--- src/rtl/assert_macros.svh ---
// Assertion helpers, clocked on clk and disabled while rst_n is low.
`ifndef ASSERT_MACROS_SVH
`define ASSERT_MACROS_SVH

// Same-cycle implication.
`define ASSERT_IMP(lbl, ante, cons) \
  lbl: assert property (@(posedge clk) disable iff (!rst_n) (ante) |-> (cons)) \
    else $error("%m: assertion failed");

// Next-cycle implication.
`define ASSERT_NXT(lbl, ante, cons) \
  lbl: assert property (@(posedge clk) disable iff (!rst_n) (ante) |=> (cons)) \
    else $error("%m: assertion failed");

`endif

--- src/rtl/vfrp_pkg.sv ---
package vfrp_pkg;

  typedef enum logic [2:0] {
    ST_OK          = 3'd0,
    ST_INVALID     = 3'd1,
    ST_NULL        = 3'd2,
    ST_MONITOR_ERR = 3'd3,
    ST_OVERFLOW    = 3'd4
  } status_t;

  typedef struct packed {
    status_t     status;
    logic [7:0]  value_type;
    logic [14:0] max_value;
    logic [14:0] cur_value;
  } result_t;

  localparam logic [7:0] LEN_MARK    = 8'h80;
  localparam logic [7:0] SENDER_ADDR = 8'h6E;
  localparam logic [7:0] REPLY_CMD   = 8'h02;
  localparam logic [7:0] RESULT_ERR  = 8'h01;
  localparam logic [7:0] PAYLOAD_LEN = 8'd7;

  // Byte positions within a reply frame.
  localparam logic [3:0] POS_SENDER = 4'd0;
  localparam logic [3:0] POS_LENGTH = 4'd1;
  localparam logic [3:0] POS_CMD    = 4'd2;
  localparam logic [3:0] POS_RESULT = 4'd3;
  localparam logic [3:0] POS_OPCODE = 4'd4;
  localparam logic [3:0] POS_TYPE   = 4'd5;
  localparam logic [3:0] POS_MAX_HI = 4'd6;
  localparam logic [3:0] POS_MAX_LO = 4'd7;
  localparam logic [3:0] POS_CUR_HI = 4'd8;
  localparam logic [3:0] POS_CUR_LO = 4'd9;

endpackage

--- src/rtl/vfrp_parser.sv ---
module vfrp_parser
  import vfrp_pkg::*;
(
  input  logic       clk,
  input  logic       rst_n,
  input  logic       accept,
  input  logic       start_req,
  input  logic [7:0] data_byte,
  input  logic [7:0] feature,
  output logic       res_valid,
  output result_t    res
);

  logic [3:0]  pos_r, pos_nxt;
  logic        wait_r, wait_nxt;
  logic        sender_ok_r, sender_ok_nxt;
  logic [7:0]  req_r, req_nxt;
  logic [7:0]  type_r, type_nxt;
  logic [15:0] maxw_r, maxw_nxt;
  logic [7:0]  curh_r, curh_nxt;

  logic       active;
  logic [3:0] pos;
  logic       done;

  assign active = accept && (start_req || !wait_r);
  assign pos    = start_req ? POS_SENDER : pos_r;

  always_comb begin
    pos_nxt       = pos_r;
    wait_nxt      = wait_r;
    sender_ok_nxt = sender_ok_r;
    req_nxt       = req_r;
    type_nxt      = type_r;
    maxw_nxt      = maxw_r;
    curh_nxt      = curh_r;
    done          = 1'b0;
    res           = '{status: ST_OK, value_type: 8'd0, max_value: 15'd0, cur_value: 15'd0};

    if (accept && start_req) begin
      req_nxt       = feature;
      wait_nxt      = 1'b0;
      sender_ok_nxt = 1'b0;
    end

    if (active) begin
      pos_nxt = pos + 4'd1;
      unique case (pos)
        POS_SENDER: begin
          sender_ok_nxt = (data_byte == SENDER_ADDR);
          if (data_byte != SENDER_ADDR) begin
            done = 1'b1;
            res.status = ST_INVALID;
          end
        end
        POS_LENGTH: begin
          done = 1'b1;
          if (!sender_ok_r || !data_byte[7]) res.status = ST_INVALID;
          else if (data_byte == LEN_MARK) res.status = ST_NULL;
          else if (data_byte != (LEN_MARK | (PAYLOAD_LEN + 8'd1))) res.status = ST_INVALID;
          else done = 1'b0;
        end
        POS_CMD: begin
          if (data_byte != REPLY_CMD) begin
            done = 1'b1;
            res.status = ST_INVALID;
          end
        end
        POS_RESULT: begin
          if (data_byte == RESULT_ERR) begin
            done = 1'b1;
            res.status = ST_MONITOR_ERR;
          end else if (data_byte != 8'd0) begin
            done = 1'b1;
            res.status = ST_INVALID;
          end
        end
        POS_OPCODE: begin
          if (data_byte != req_nxt) begin
            done = 1'b1;
            res.status = ST_INVALID;
          end
        end
        POS_TYPE: type_nxt = data_byte;
        POS_MAX_HI: begin
          maxw_nxt = {data_byte, 8'd0};
          if (data_byte[7]) begin
            done = 1'b1;
            res.status = ST_OVERFLOW;
          end
        end
        POS_MAX_LO: maxw_nxt = {maxw_r[15:8], data_byte};
        POS_CUR_HI: begin
          curh_nxt = data_byte;
          if (data_byte[7]) begin
            done = 1'b1;
            res.status = ST_OVERFLOW;
          end
        end
        POS_CUR_LO: begin
          done = 1'b1;
          res = '{status: ST_OK, value_type: type_r, max_value: maxw_r[14:0],
                  cur_value: {curh_r[6:0], data_byte}};
        end
        default: wait_nxt = 1'b1;
      endcase
      if (done) wait_nxt = 1'b1;
    end
  end

  assign res_valid = done;

  always_ff @(posedge clk) begin
    if (!rst_n) begin
      pos_r       <= 4'd0;
      wait_r      <= 1'b1;
      sender_ok_r <= 1'b0;
      req_r       <= 8'd0;
    end else begin
      pos_r       <= pos_nxt;
      wait_r      <= wait_nxt;
      sender_ok_r <= sender_ok_nxt;
      req_r       <= req_nxt;
    end
  end

  always_ff @(posedge clk) begin
    type_r <= type_nxt;
    maxw_r <= maxw_nxt;
    curh_r <= curh_nxt;
  end

endmodule

--- src/rtl/vcp_feature_reply_parser_top.sv ---
// Channel | Direction | Payload
// in_     | input     | start_req, data_byte, feature
// out_    | output    | status, value_type, max_value, cur_value
//
// One byte per cycle unless in_stall; a status is registered into out_r, or into the skid while out_ stalls.
// The parser state and the output register are the only pipeline: no other stage.
// A two-entry output buffer (register plus skid) absorbs out_stall; in_stall is
// the registered skid-full flag, so input transfers continue while one result waits.
// rst_n is synchronous: the parser ignores bytes until the next start_req.
module vcp_feature_reply_parser_top
  import vfrp_pkg::*;
(
  input  logic        clk,
  input  logic        rst_n,
  input  logic        in_valid,
  output logic        in_stall,
  input  logic        in_start_req,
  input  logic [7:0]  in_data_byte,
  input  logic [7:0]  in_feature,
  output logic        out_valid,
  input  logic        out_stall,
  output logic [2:0]  out_status,
  output logic [7:0]  out_value_type,
  output logic [14:0] out_max_value,
  output logic [14:0] out_cur_value
);
`include "assert_macros.svh"

  logic    accept;
  logic    res_valid;
  result_t res;
  logic    out_valid_r, skid_valid_r;
  result_t out_r, skid_r;
  logic    out_take;

  assign in_stall = skid_valid_r;
  assign accept   = in_valid && !in_stall;
  assign out_take = out_valid_r && !out_stall;

  vfrp_parser u_parser (
    .clk       (clk),
    .rst_n     (rst_n),
    .accept    (accept),
    .start_req (in_start_req),
    .data_byte (in_data_byte),
    .feature   (in_feature),
    .res_valid (res_valid),
    .res       (res)
  );

  always_ff @(posedge clk) begin
    if (!rst_n) begin
      out_valid_r  <= 1'b0;
      skid_valid_r <= 1'b0;
    end else begin
      if (skid_valid_r && out_take) begin
        out_r        <= skid_r;
        skid_valid_r <= 1'b0;
      end else if (res_valid) begin
        if (!out_valid_r || out_take) begin
          out_r       <= res;
          out_valid_r <= 1'b1;
        end else begin
          skid_r       <= res;
          skid_valid_r <= 1'b1;
        end
      end else if (out_take) begin
        out_valid_r <= 1'b0;
      end
    end
  end

  assign out_valid      = out_valid_r;
  assign out_status     = out_r.status;
  assign out_value_type = out_r.value_type;
  assign out_max_value  = out_r.max_value;
  assign out_cur_value  = out_r.cur_value;

  `ASSERT_IMP(a_skid_implies_out, skid_valid_r, out_valid_r)
  `ASSERT_NXT(a_result_held, out_valid_r && out_stall, out_valid_r)
  `ASSERT_IMP(a_err_zero_payload, out_valid_r && (out_r.status != ST_OK),
              (out_r.value_type == 8'd0) && (out_r.max_value == 15'd0) &&
              (out_r.cur_value == 15'd0))
  `ASSERT_IMP(a_no_accept_when_full, skid_valid_r, !accept)

endmodule
--- config.mk ---
export PLATFORM = sky130hd
export DESIGN_NAME = vcp_feature_reply_parser_top
export DESIGN_NICKNAME = d
export VERILOG_FILES = /design/src/rtl/vfrp_pkg.sv /design/src/rtl/vfrp_parser.sv /design/src/rtl/vcp_feature_reply_parser_top.sv
export VERILOG_INCLUDE_DIRS = /design/src /design/src/rtl
export SDC_FILE = /design/constraint.sdc
export NUM_CORES = 1
export LEC_CHECK = 0
export ABC_AREA = 1
export BUFFER_PORTS_ARGS = -buffer_cell sky130_fd_sc_hd__buf_2
export CELL_PAD_IN_SITES_DETAIL_PLACEMENT = 0
export CELL_PAD_IN_SITES_GLOBAL_PLACEMENT = 1
export CORE_MARGIN = 1.5
export CORE_UTILIZATION = 41
export DETAILED_ROUTE_END_ITERATION = 16
export GPL_TIMING_DRIVEN = 1
export PLACE_DENSITY = 0.83
export SETUP_SLACK_MARGIN = 0.1
export SYNTH_ARGS = -nofsm -noshare
export SYNTH_HDL_FRONTEND = slang
export SYNTH_HIERARCHICAL = 1
export SYNTH_SLANG_ARGS = --single-unit
export TNS_END_PERCENT = 20
--- constraint.sdc ---
create_clock -name clk -period 4.55 [get_ports clk]
set_input_delay 0.6825 -clock clk [delete_from_list [all_inputs] [get_ports clk]]
set_output_delay 0.6825 -clock clk [all_outputs]
set_load 0.02 [all_outputs]
# Word level (Yosys, flattened, before mapping)
# Index checks and enable logic that the tools add are counted.
# word_totals
ramBits	0
memories	0
latchBits	0
register_bits	128
mem_bits_ro	0
# classes
div_mod_pow	0
addsub	1
n_lt_le_gt_ge	0
reduce_logical	31
n_mux	40
n_mul	0
shifts	0
bitwise	4
n_eq_ne	17
# ops
operator	count
$mux 41	4
$mux 38	1
$pmux 15 s2	1
$mux 1	26
$pmux 3 s6	1
$eq 4x3->1 const B	4
$mux 3	4
$reduce_or 10->1	1
$reduce_and 3->1	3
$eq 4x2->1 const B	2
$eq 4x4->1 const B	2
$eq 8x1->1 const B	1
$eq 8x7->1 const B	1
$eq 8x8->1 const B	1
$mux 8	1
$ne 8x2->1 const B	1
$ne 8x7->1 const B	1
$ne 8x8->1	1
$ne 8x8->1 const B	1
$reduce_and 2->1	4
$reduce_bool 2->1	4
$reduce_bool 8->1	1
$pmux 1 s7	1
$logic_not 1->1	6
10 further kinds	20

# Depth between registers and ports, before layout
# Gate-level depths: netlist of run 1.
# depth
depth_word	11
ltp_mapped	19

# Modules after synthesis
# The synthesis of run 1 kept the hierarchy.
# by_module_without_submodules
module	instances	cells_each	area_per_inst_um2	seq_area_each_um2
vcp_feature_reply_parser_top	1	236	3144.3	2502.4
vfrp_parser	1	329	2503.7	1181.1

# Worst setup path after synthesis of run 1
# OpenSTA, ideal clock, no wires.
# synth_path
kind	input to register
start	in in_start_req
end	reg out_r (netlist bit out_cur_value[0]) (enable)
stages	14
setup_slack_ps	95
setup_ps	453
t_required_ps	4097
path_buffers	2
t_arrival_ps	4002
cell_sequence	buf_6 buf_8 nor2_1 ha_1 inv_1 nor2_1 o21ai_0 nand3_1 nor2_1 nand3_2 nand2_2 inv_1 inv_1 a21oi_1
# synth_via
elab_chain_len	9
elab_cells_between_ends	21
# synth_lines
element	line	source
from (decl)	vcp_feature_reply_parser_top.sv:17	input logic in_start_req,
$logic_and 1x1->1	vfrp_parser.sv:40	if (accept && start_req) begin
$mux 8	vfrp_parser.sv:40	
$ne 8x8->1	vfrp_parser.sv:79	if (data_byte != req_nxt) begin
$mux 1	vfrp_parser.sv:79	
$pmux 1 s7	vfrp_parser.sv:48	unique case (pos)
$mux 1	vfrp_parser.sv:46	if (active) begin
$mux 1 (*)	vfrp_parser.sv:46	
net res_valid	vcp_feature_reply_parser_top.sv:30	logic res_valid;
$reduce_bool 2->1 (no source line) (*)	--	
$reduce_and 3->1 (no source line) (*)	--	
to (signal assigned)	vcp_feature_reply_parser_top.sv:57	out_r <= skid_r;
to (signal assigned)	vcp_feature_reply_parser_top.sv:61	out_r <= res;
to (decl)	vcp_feature_reply_parser_top.sv:33	result_t out_r, skid_r;
# Mark *: on every way through the listed nets, which the timed path passes. The rest lies on a longest branch. The select of a mux whose other input is x is not followed.
# A chain may end at the register's enable or synchronous reset.

# Final worst setup path of run 1
# layout_path
start	reg skid_valid_r (netlist: in_stall)
end	reg out_r (netlist bit out_cur_value[13]) (enable)
# layout_via
elab_chain_len	11
elab_cells_between_ends	14
# layout_lines
element	line	source
from (decl)	vcp_feature_reply_parser_top.sv:32	logic out_valid_r, skid_valid_r;
from (signal assigned)	vcp_feature_reply_parser_top.sv:54	skid_valid_r <= 1'b0;
from (signal assigned)	vcp_feature_reply_parser_top.sv:58	skid_valid_r <= 1'b0;
from (signal assigned)	vcp_feature_reply_parser_top.sv:65	skid_valid_r <= 1'b1;
$logic_not 1->1 (*)	vcp_feature_reply_parser_top.sv:37	assign accept = in_valid && !in_stall;
$logic_and 1x1->1 (*)	vcp_feature_reply_parser_top.sv:37	
net accept	vcp_feature_reply_parser_top.sv:29	logic accept;
$logic_and 1x1->1	vfrp_parser.sv:40	
$mux 8	vfrp_parser.sv:40	
$ne 8x8->1	vfrp_parser.sv:79	
$mux 1	vfrp_parser.sv:79	
$pmux 1 s7	vfrp_parser.sv:48	
$mux 1	vfrp_parser.sv:46	
$mux 1 (*)	vfrp_parser.sv:46	
net res_valid	vcp_feature_reply_parser_top.sv:30	
$reduce_bool 2->1 (no source line) (*)	--	
$reduce_and 3->1 (no source line) (*)	--	
# Marks and branches as above.

==> flow_metrics.tcl, run 1 <==
set metrics [dict create \
    cts_tree "done" \
    syn-cell-area_mm2 0.00565 \
    placement.io_buffers 63 \
    grt_usage_pct 16.5 \
    reg2reg_from "in_stall$_SDFFE_PP0P_" \
    r2r_setup_slack_ns 1.37 \
    clock-root-buffer "clkbuf_16" \
    htreeDepth 4 \
    postSynthAreaPerCell_um2 10.0 \
    crit_path_start_kind "register" \
    rsz0062_at_grt "false" \
    fmax_ghz 0.315 \
    dp_cells 786 \
    overflow 0 \
    core-area_mm2 0.0133 \
    dr.pass1.iters 5 \
    timing.hold.ws_ns 0.478 \
    globalplace.congestion 0.843 \
    drt-total-wl_um 11200 \
    grt_pass1_wl_um 18400 \
    ys_seq_area_share_pct 65.2 \
    leakagePower_nw 2.80 \
    final_antenna_net_count 0 \
    clk_path_buf_depth 2 \
    hold_class "reg -> reg" \
    synth.net_count 590 \
    cts_resized 0 \
    postCtsSetupBuffers 0 \
    synth_seq_cells 128 \
    fin_util_pct 49.7 \
    peakVddDrop_mv 0.217 \
    dieArea_mm2 0.0145 \
    rows 42 \
    critPathKind "reg -> reg" \
    drc 0 \
    vias_per_cell 4.68 \
    worstPathArrival_ns 3.22 \
    finalNetCount 654 \
    clk_pin_slew_ns 0.06 \
    clock_sinks 128 \
    critical_path.endpoint "out_cur_value[13]$_DFFE_PP_" \
    synth.distinct_cells 26 \
    start_util_pct 42.3 \
    worstSkewPairLatency_ns 0.41 \
    path_max_fanout 41 \
    yosys_warnings 6 \
    r2r-end "out_cur_value[13]$_DFFE_PP_" \
    crit_top_cell "nand2_1" \
    n_antenna_cell 0 \
    die_x_um 120 \
    finalCritPeriodShare_pct 69.8 \
    cp_num_cells 16 \
    syn_inst 565 \
    outcome "complete, no violations" \
    crit_chain "nor2_1 -> nand2_4 -> nand2_1 -> nand3_1 -> nand2_1 -> inv_1 -> nand2_1 -> nor2_1 -> nand2_1 -> nand2_2 -> nand3_2 -> nand2_2 -> inv_1 -> inv_1 -> a21oi_4 -> buf_4" \
    hpwl_um 7440 \
    hold_viol 0 \
    setup_viol 0 \
    die_h_um 120 \
    fin_tns_setup_ns 0 \
    r2r_cells 16 \
    pwr_density_cell_mw_per_mm2 418 \
    worst-path-buf-inv 4 \
    slew_violations 0 \
    numCtsBuffers 17 \
    drive_gt1_share_pct 19.5 \
    drt_iter0_drc 358 \
    crit_start "in_stall$_SDFFE_PP0P_" \
    grt_max_degree 43 \
    crit_required_ns 4.59 \
    antenna_found_initial 0 \
    finalPower_mw 2.77 \
    cap_violations 0 \
    wl_per_cell_um 13.7 \
    num_vias 3831 \
    io_pins 64 \
    fin_cells 818 \
    period_needed_ns 3.18 \
    crit_family "simple AND/OR/NAND/NOR gates" \
    endpoint_kind "register" \
    grt_pass1_vias 3645 \
    cp_slowest_stage_delay_ns 0.74 \
    syn_to_final_growth_pct 17.5 \
    ctsHoldBuffers 0 \
    tightest_slew_ns 0.968 \
    maxSlewHeadroom_pct 35.3 \
    finClkSkew_ns 0.0101 \
    slowest_stage "nor2_1" \
]
[worst min-delay path by stage]
stage                                    start                               to  slack, ns  depth (start not counted)
4_1_cts         u_parser/pos_r[0]$_SDFFE_PN0P_   u_parser/pos_r[0]$_SDFFE_PN0P_       0.48                          2
2_1_floorplan  u_parser/sender_ok_r$_SDFF_PN0_  u_parser/sender_ok_r$_SDFF_PN0_       0.44                          2
5_1_grt           u_parser/req_r[2]$_SDFF_PN0_     u_parser/req_r[2]$_SDFF_PN0_       0.50                          2
6_report        u_parser/pos_r[0]$_SDFFE_PN0P_   u_parser/pos_r[0]$_SDFFE_PN0P_       0.48                          2
3_5_place_dp    u_parser/pos_r[0]$_SDFFE_PN0P_   u_parser/pos_r[0]$_SDFFE_PN0P_       0.48                          2
3_3_place_gp   u_parser/sender_ok_r$_SDFF_PN0_  u_parser/sender_ok_r$_SDFF_PN0_       0.46                          2
[per-layer routing]
metal	GRT usage, %	up-vias	part of all wire, %
met4	7.13	0	2.2
met2	26.4	106	47
li1	-	1988	-
met1	21.1	1721	46
met3	4.62	16	4.9
met5	0	-	0
[worst min-delay path: stages (launching register included)]
cell     delay (ns)
dfxtp_1        0.29
inv_1          0.08
a21oi_1        0.06
[cell usage in the layout, fill, tap and decap left out, drive strengths merged]
cell        n
nand2     221
bufinv      3
clkinvlp    2
edfxtp    112
a221oi      1
o21ai       8
buf        68
a21oi      17
nand4       2
nor2       78
inv        39
nand3      30
ha          4
nor4        1
o31ai       1
dfxtp      16
clkbuf     19
clkinv      8
nor3       12
[cells by family after synthesis]
kind of cell	after synthesis	synth area share, %
flops	128	65.2
buf+inv	62	5.83
compound gates	27	2.50
simple gates	344	25.6
fa+ha+maj	4	0.886
[per-stage QoR]
step	setup slack, ns	instance area, um2
final	1.37	6640
after global routing	1.05	6640
after CTS	1.37	6640
after detailed placement	0.982	6060
after global placement	1.11	6060
after floorplan	0.378	5650
[Yosys cell counts]
cell | n | area, um2
nand4_1 | 2 | 12.5
o21ai_0 | 6 | 30.0
nor2_1 | 73 | 274
clkbuf_1 | 1 | 3.75
nand2_4 | 2 | 22.5
o31ai_1 | 1 | 7.51
nor4_1 | 1 | 6.26
nor2_2 | 2 | 12.5
nand2_1 | 205 | 769
buf_6 | 8 | 90.1
a21oi_1 | 17 | 85.1
a221oi_1 | 1 | 8.76
edfxtp_1 | 112 | 3360
nor3_1 | 12 | 60.1
o21ai_1 | 2 | 10.0
nand2_2 | 14 | 87.6
buf_2 | 11 | 55.1
buf_1 | 1 | 3.75
buf_8 | 2 | 30.0
ha_1 | 4 | 50.1
inv_1 | 35 | 131
nor2_4 | 3 | 33.8
dfxtp_1 | 16 | 320
nand3_2 | 3 | 30.0
nand3_1 | 27 | 135
inv_2 | 4 | 15.0
[power breakdown]
part           total [mW]  switching [mW]  internal (mW)
clock network        1.31           0.463          0.850
registers            1.30         0.00721           1.29
logic               0.161           0.115         0.0457
[final cells by class]
class / count / area (um2)
fillers: 1238 / 6710
flip-flops and latches: 128 / 3680
clock buffers: 19 / 433
inverters: 39 / 146
multi-input cells: 375 / 1650
repair buffers: 68 / 353
clock inverters: 13 / 145
well taps: 176 / 220
[state kept, by name, summed over array words and instances, names as in the netlist, 3 cells and up]
signal           count
skid_r              41
u_parser/req_r       8
out_cur_value       15
u_parser/type_r      8
out_value_type       8
out_status           3
u_parser/curh_r      7
u_parser/maxw_r     15
u_parser/pos_r       4
out_max_value       15
No activity file was read; power rests on OpenSTA's default activity.
==> run 2: changes to the inputs <==
clock period = 2.85 ns   (was 4.55 ns; I/O delays follow)
==> flow_metrics.tcl, run 2 (synthesis gave the netlist of run 1 again) <==
set metrics [dict create \
    final_antenna_net_count 0 \
    hpwl_um 7830 \
    cap_violations 0 \
    critPathKind "reg -> reg" \
    hold_class "in -> reg" \
    hold_start "in_data_byte[6]" \
    dr.pass1.iters 6 \
    antenna_found_initial 0 \
    slew_violations 0 \
    die_h_um 120 \
    postCtsSetupBuffers 0 \
    largest_reg_flops 41 \
    crit_path_start_kind "register" \
    r2r-end "out_cur_value[11]$_DFFE_PP_" \
    fmax_ghz 0.407 \
    syn_to_final_growth_pct 20.1 \
    place_area_mm2 0.00614 \
    finalPower_mw 4.66 \
    drive_gt1_share_pct 21.5 \
    most-common-layout-cells "nand2_1 (205), edfxtp_1 (112), nor2_1 (68)" \
    finalCritPeriodShare_pct 86.2 \
    overflow 0 \
    rsz0062_at_grt "false" \
    clk_path_buf_depth 2 \
    wl_per_cell_um 13.9 \
    num_vias 3849 \
    tightest_slew_ns 0.930 \
    multi_input_area_mm2 0.00167 \
    leakagePower_nw 2.85 \
    drc 0 \
    hold_depth 1 \
    outcome "complete, no violations" \
    hold_viol 0 \
    final_common_cell "nand2_1" \
    finalNetCount 659 \
    start_util_pct 42.3 \
    grtUsageMet1_pct 21.7 \
    core-area_mm2 0.0133 \
    regArea_mm2 0.00368 \
    ctsHoldBuffers 0 \
    n_fill_cell 1247 \
    reg2reg_from "in_stall$_SDFFE_PP0P_" \
    use_met2_pct 27.9 \
    worstPathArrival_ns 2.56 \
    grt_max_degree 43 \
    crit_required_ns 2.95 \
    n_antenna_cell 0 \
    finClkSkew_ns 0.00451 \
    holdPathEnd "u_parser/curh_r[6]$_DFFE_PP_" \
    r2r_setup_slack_ns 0.39 \
    htreeDepth 4 \
    peakVddDrop_mv 0.252 \
    placement.io_buffers 63 \
    cts_resized 0 \
    met3_usage_pct 4.10 \
    clock-root-buffer "clkbuf_16" \
    numCtsBuffers 17 \
    fin_util_pct 50.8 \
    r2r_cells 18 \
    maxSlewHeadroom_pct 37.9 \
    cts_tree "done" \
    clk_pin_slew_ns 0.06 \
    setup_viol 0 \
    clock_sinks 128 \
    period_needed_ns 2.46 \
    drt_iter0_drc 307 \
    worstSkewPairLatency_ns 0.41 \
    pwr_density_cell_mw_per_mm2 687 \
    die_x_um 120 \
    rows 42 \
    path_max_fanout 41 \
    globalplace.congestion 0.814 \
    dieArea_mm2 0.0145 \
    grt_pass1_wl_um 18800 \
    grt_pass1_vias 3725 \
    endpoint_kind "register" \
    max_flop_register "skid_r" \
    io_pins 64 \
    grt_usage_pct 17.0 \
    drt-total-wl_um 11400 \
    grt_busiest_layer "met2" \
    fin_tns_setup_ns 0 \
    design_area_mm2 0.00678 \
    vias_per_cell 4.68 \
]
-- run 2: cell types whose count changed in the layout (fill, tap and decap cells not counted), sizes merged --
cell	delta
buf	+5
clkinv	-4
clkinvlp	+3
bufinv	+2
clkbuf	-1
-- run 2: layout make-up --
| class | count | share of cell area [%] |
|---|---|---|
| well taps | 176 | 3.25 |
| clock buffers | 18 | 6.33 |
| repair buffers | 73 | 6.13 |
| flip-flops and latches | 128 | 54.3 |
| clock inverters | 14 | 3.17 |
| inverters | 39 | 2.16 |
| multi-input cells | 375 | 24.6 |
-- run 2: worst max-delay path by stage --
stage / end / slack, ns / start / depth (start not counted)
floorplan: out_cur_value[0]$_DFFE_PP_ / 0.11 / in_start_req / 14
global placement: out_cur_value[11]$_DFFE_PP_ / 0.29 / in_start_req / 16
detailed placement: out_max_value[2]$_DFFE_PP_ / 0.22 / in_start_req / 16
CTS: out_value_type[0]$_DFFE_PP_ / 0.36 / in_stall$_SDFFE_PP0P_ / 18
global route: out_cur_value[11]$_DFFE_PP_ / 0.15 / in_stall$_SDFFE_PP0P_ / 18
finish: out_cur_value[11]$_DFFE_PP_ / 0.39 / in_stall$_SDFFE_PP0P_ / 18
-- run 2: power by group --
group | internal, mW | switching [mW] | leakage, nW
Combinational | 0.0803 | 0.186 | 1.27
Clock | 1.55 | 0.779 | 0.298
Sequential | 2.06 | 0.0121 | 1.28
Total | 3.69 | 0.977 | 2.85
-- run 2: routing by layer --
metal / wire (um) / part of all wire, % / vias up
li1: - / - / 1988
met1: 5230 / 46 / 1757
met2: 5460 / 48 / 91
met3: 534 / 4.7 / 13
met4: 203 / 1.8 / 0
met5: 0 / 0 / -
-- run 2: metrics by stage --
step / instances / hold WS, ns / worst slack [ns]
3_5_place_dp: 791 / 0.472 / 0.223
6_report: 823 / 0.268 / 0.394
4_1_cts: 823 / 0.260 / 0.362
5_1_grt: 823 / 0.257 / 0.151
2_1_floorplan: 565 / 0.436 / 0.111
3_3_place_gp: 791 / 0.469 / 0.292
-- run 2: critical path, stage by stage, from the launching register on --
cell	delay (ns)
dfxtp_1	0.42
nor2_1	0.07
buf_4	0.19
nand2_4	0.17
nand2_1	0.11
nand2_1	0.07
nand2_1	0.05
nand2_1	0.06
inv_1	0.03
nand2_1	0.05
nor2_1	0.04
nand2_1	0.08
nand2_2	0.07
nand3_2	0.06
nand2_2	0.05
inv_1	0.10
inv_1	0.09
a21oi_4	0.17
buf_12	0.23
==> run 3: changes to the inputs <==
CORE_ASPECT_RATIO = 0.9   (was not set)
CTS_CLUSTER_SIZE = 24   (was not set)
HOLD_SLACK_MARGIN = 0.15   (was not set)
==> flow_metrics.tcl, run 3 (synthesis gave the netlist of run 1 again) <==
set metrics [dict create \
    wl_per_cell_um 14.6 \
    hold_viol 0 \
    die_x_um 127 \
    crit_path_start_kind "register" \
    outcome "complete, no violations" \
    rsz0062_at_grt "false" \
    grt_max_degree 43 \
    num_vias 3957 \
    n_antenna_cell 0 \
    overflow 0 \
    drive_gt1_share_pct 21.1 \
    postCtsSetupBuffers 0 \
    clock_sinks 128 \
    fmax_ghz 0.405 \
    clk_path_buf_depth 2 \
    hold_depth 1 \
    fin_cells 814 \
    most-common-layout-cells "nand2_1 (205), edfxtp_1 (112), nor2_1 (68)" \
    crit_start "in_stall$_SDFFE_PP0P_" \
    finalCritPeriodShare_pct 86.6 \
    cts_tree "done" \
    syn_to_final_growth_pct 17.5 \
    globalplace.congestion 0.847 \
    critPathKind "reg -> reg" \
    leakagePower_nw 2.80 \
    setup_viol 0 \
    grt_usage_pct 17.8 \
    drt_iter0_drc 350 \
    endpoint_kind "register" \
    io_pins 64 \
    drt-total-wl_um 11900 \
    placement.io_buffers 63 \
    finClkSkew_ns 0.00786 \
    cap_violations 0 \
    clk_pin_slew_ns 0.06 \
    start_util_pct 42.1 \
    finalNetCount 658 \
    worstSkewPairLatency_ns 0.42 \
    ctsHoldBuffers 0 \
    htreeDepth 4 \
    period_needed_ns 2.47 \
    largest_reg_flops 41 \
    peakVddDrop_mv 0.406 \
    cts_resized 0 \
    slew_violations 0 \
    hold_start "in_data_byte[6]" \
    grt_pass1_vias 3738 \
    pwr_density_cell_mw_per_mm2 638 \
    grt_pass1_wl_um 19300 \
    numCtsBuffers 17 \
    timing.hold.ws_ns 0.264 \
    max_flop_register "skid_r" \
    final_common_cell "nand2_1" \
    dr.pass1.iters 5 \
    hpwl_um 7960 \
    rows 40 \
    die_h_um 114 \
    clock-root-buffer "clkbuf_16" \
    reg2reg_from "in_stall$_SDFFE_PP0P_" \
    worstPathArrival_ns 2.57 \
    path_max_fanout 41 \
    vias_per_cell 4.86 \
    drc 0 \
    antenna_found_initial 0 \
    crit_required_ns 2.95 \
    dp_cells 782 \
    maxSlewHeadroom_pct 34.1 \
    dieArea_mm2 0.0145 \
    final_antenna_net_count 0 \
    r2r_cells 18 \
    fin_tns_setup_ns 0 \
    core-area_mm2 0.0134 \
    hold_class "in -> reg" \
    tightest_slew_ns 0.987 \
]
[run 3: cell types whose count changed in the layout (fill, tap and decap cells not counted), sizes merged]
| cell | previous run | this run |
|---|---|---|
| inv | 39 | 41 |
| bufinv | 5 | 0 |
| clkinv | 4 | 10 |
| clkbuf | 18 | 17 |
| clkinvlp | 5 | 3 |
| buf | 73 | 72 |
[run 3: critical path, cell delays in order (launching register included)]
cell,delay [ns]
dfxtp_1,0.42
nor2_1,0.07
buf_4,0.18
nand2_4,0.17
nand2_1,0.11
nand2_1,0.07
nand2_1,0.05
nand2_1,0.06
inv_1,0.03
nand2_1,0.06
nor2_1,0.04
nand2_1,0.08
nand2_2,0.07
nand3_2,0.07
nand2_2,0.05
inv_1,0.09
inv_1,0.08
a21oi_4,0.17
buf_12,0.24
[run 3: final timing paths]
path	to	slack [ns]
setup / recovery	out_cur_value[12]$_DFFE_PP_	0.38
hold / removal	u_parser/type_r[6]$_DFFE_PP_	0.26
setup reg to reg	out_cur_value[12]$_DFFE_PP_	0.38
hold reg to reg	u_parser/req_r[1]$_SDFF_PN0_	0.48
[run 3: per-stage QoR]
step | worst slack [ns] | power [mW] | util (%) | instance area, um2
after floorplan | 0.111 | 2.29 | - | 5680
after global placement | 0.307 | 2.37 | 45.6 | 6120
after detailed placement | 0.244 | 2.37 | 45.6 | 6120
after CTS | 0.389 | 4.28 | 49.5 | 6640
after global routing | 0.131 | 4.38 | 49.5 | 6640
final | 0.381 | 4.23 | 49.5 | 6640
[run 3: where the power goes]
part | internal (mW) | switching, mW
registers | 2.06 | 0.0114
clock network | 1.10 | 0.802
logic | 0.0790 | 0.188
total | 3.23 | 1.00
[run 3: area by class of cell]
type | count | area [um2]
fill | 1269 | 6770
sequential | 128 | 3680
clock buffer | 17 | 425
tap | 168 | 210
multi-input combinational | 375 | 1670
clock inverter | 15 | 93.8
timing repair buffer | 72 | 408
inverter | 39 | 146
[run 3: routing by layer]
layer	share of wire [%]	vias to the layer above	global-route usage (%)	wire length [um]
li1	-	1985	-	-
met1	47	1844	23.7	5550
met2	47	111	27.5	5550
met3	4.7	17	3.74	563
met4	2.1	0	9.39	252
met5	0	-	0	0
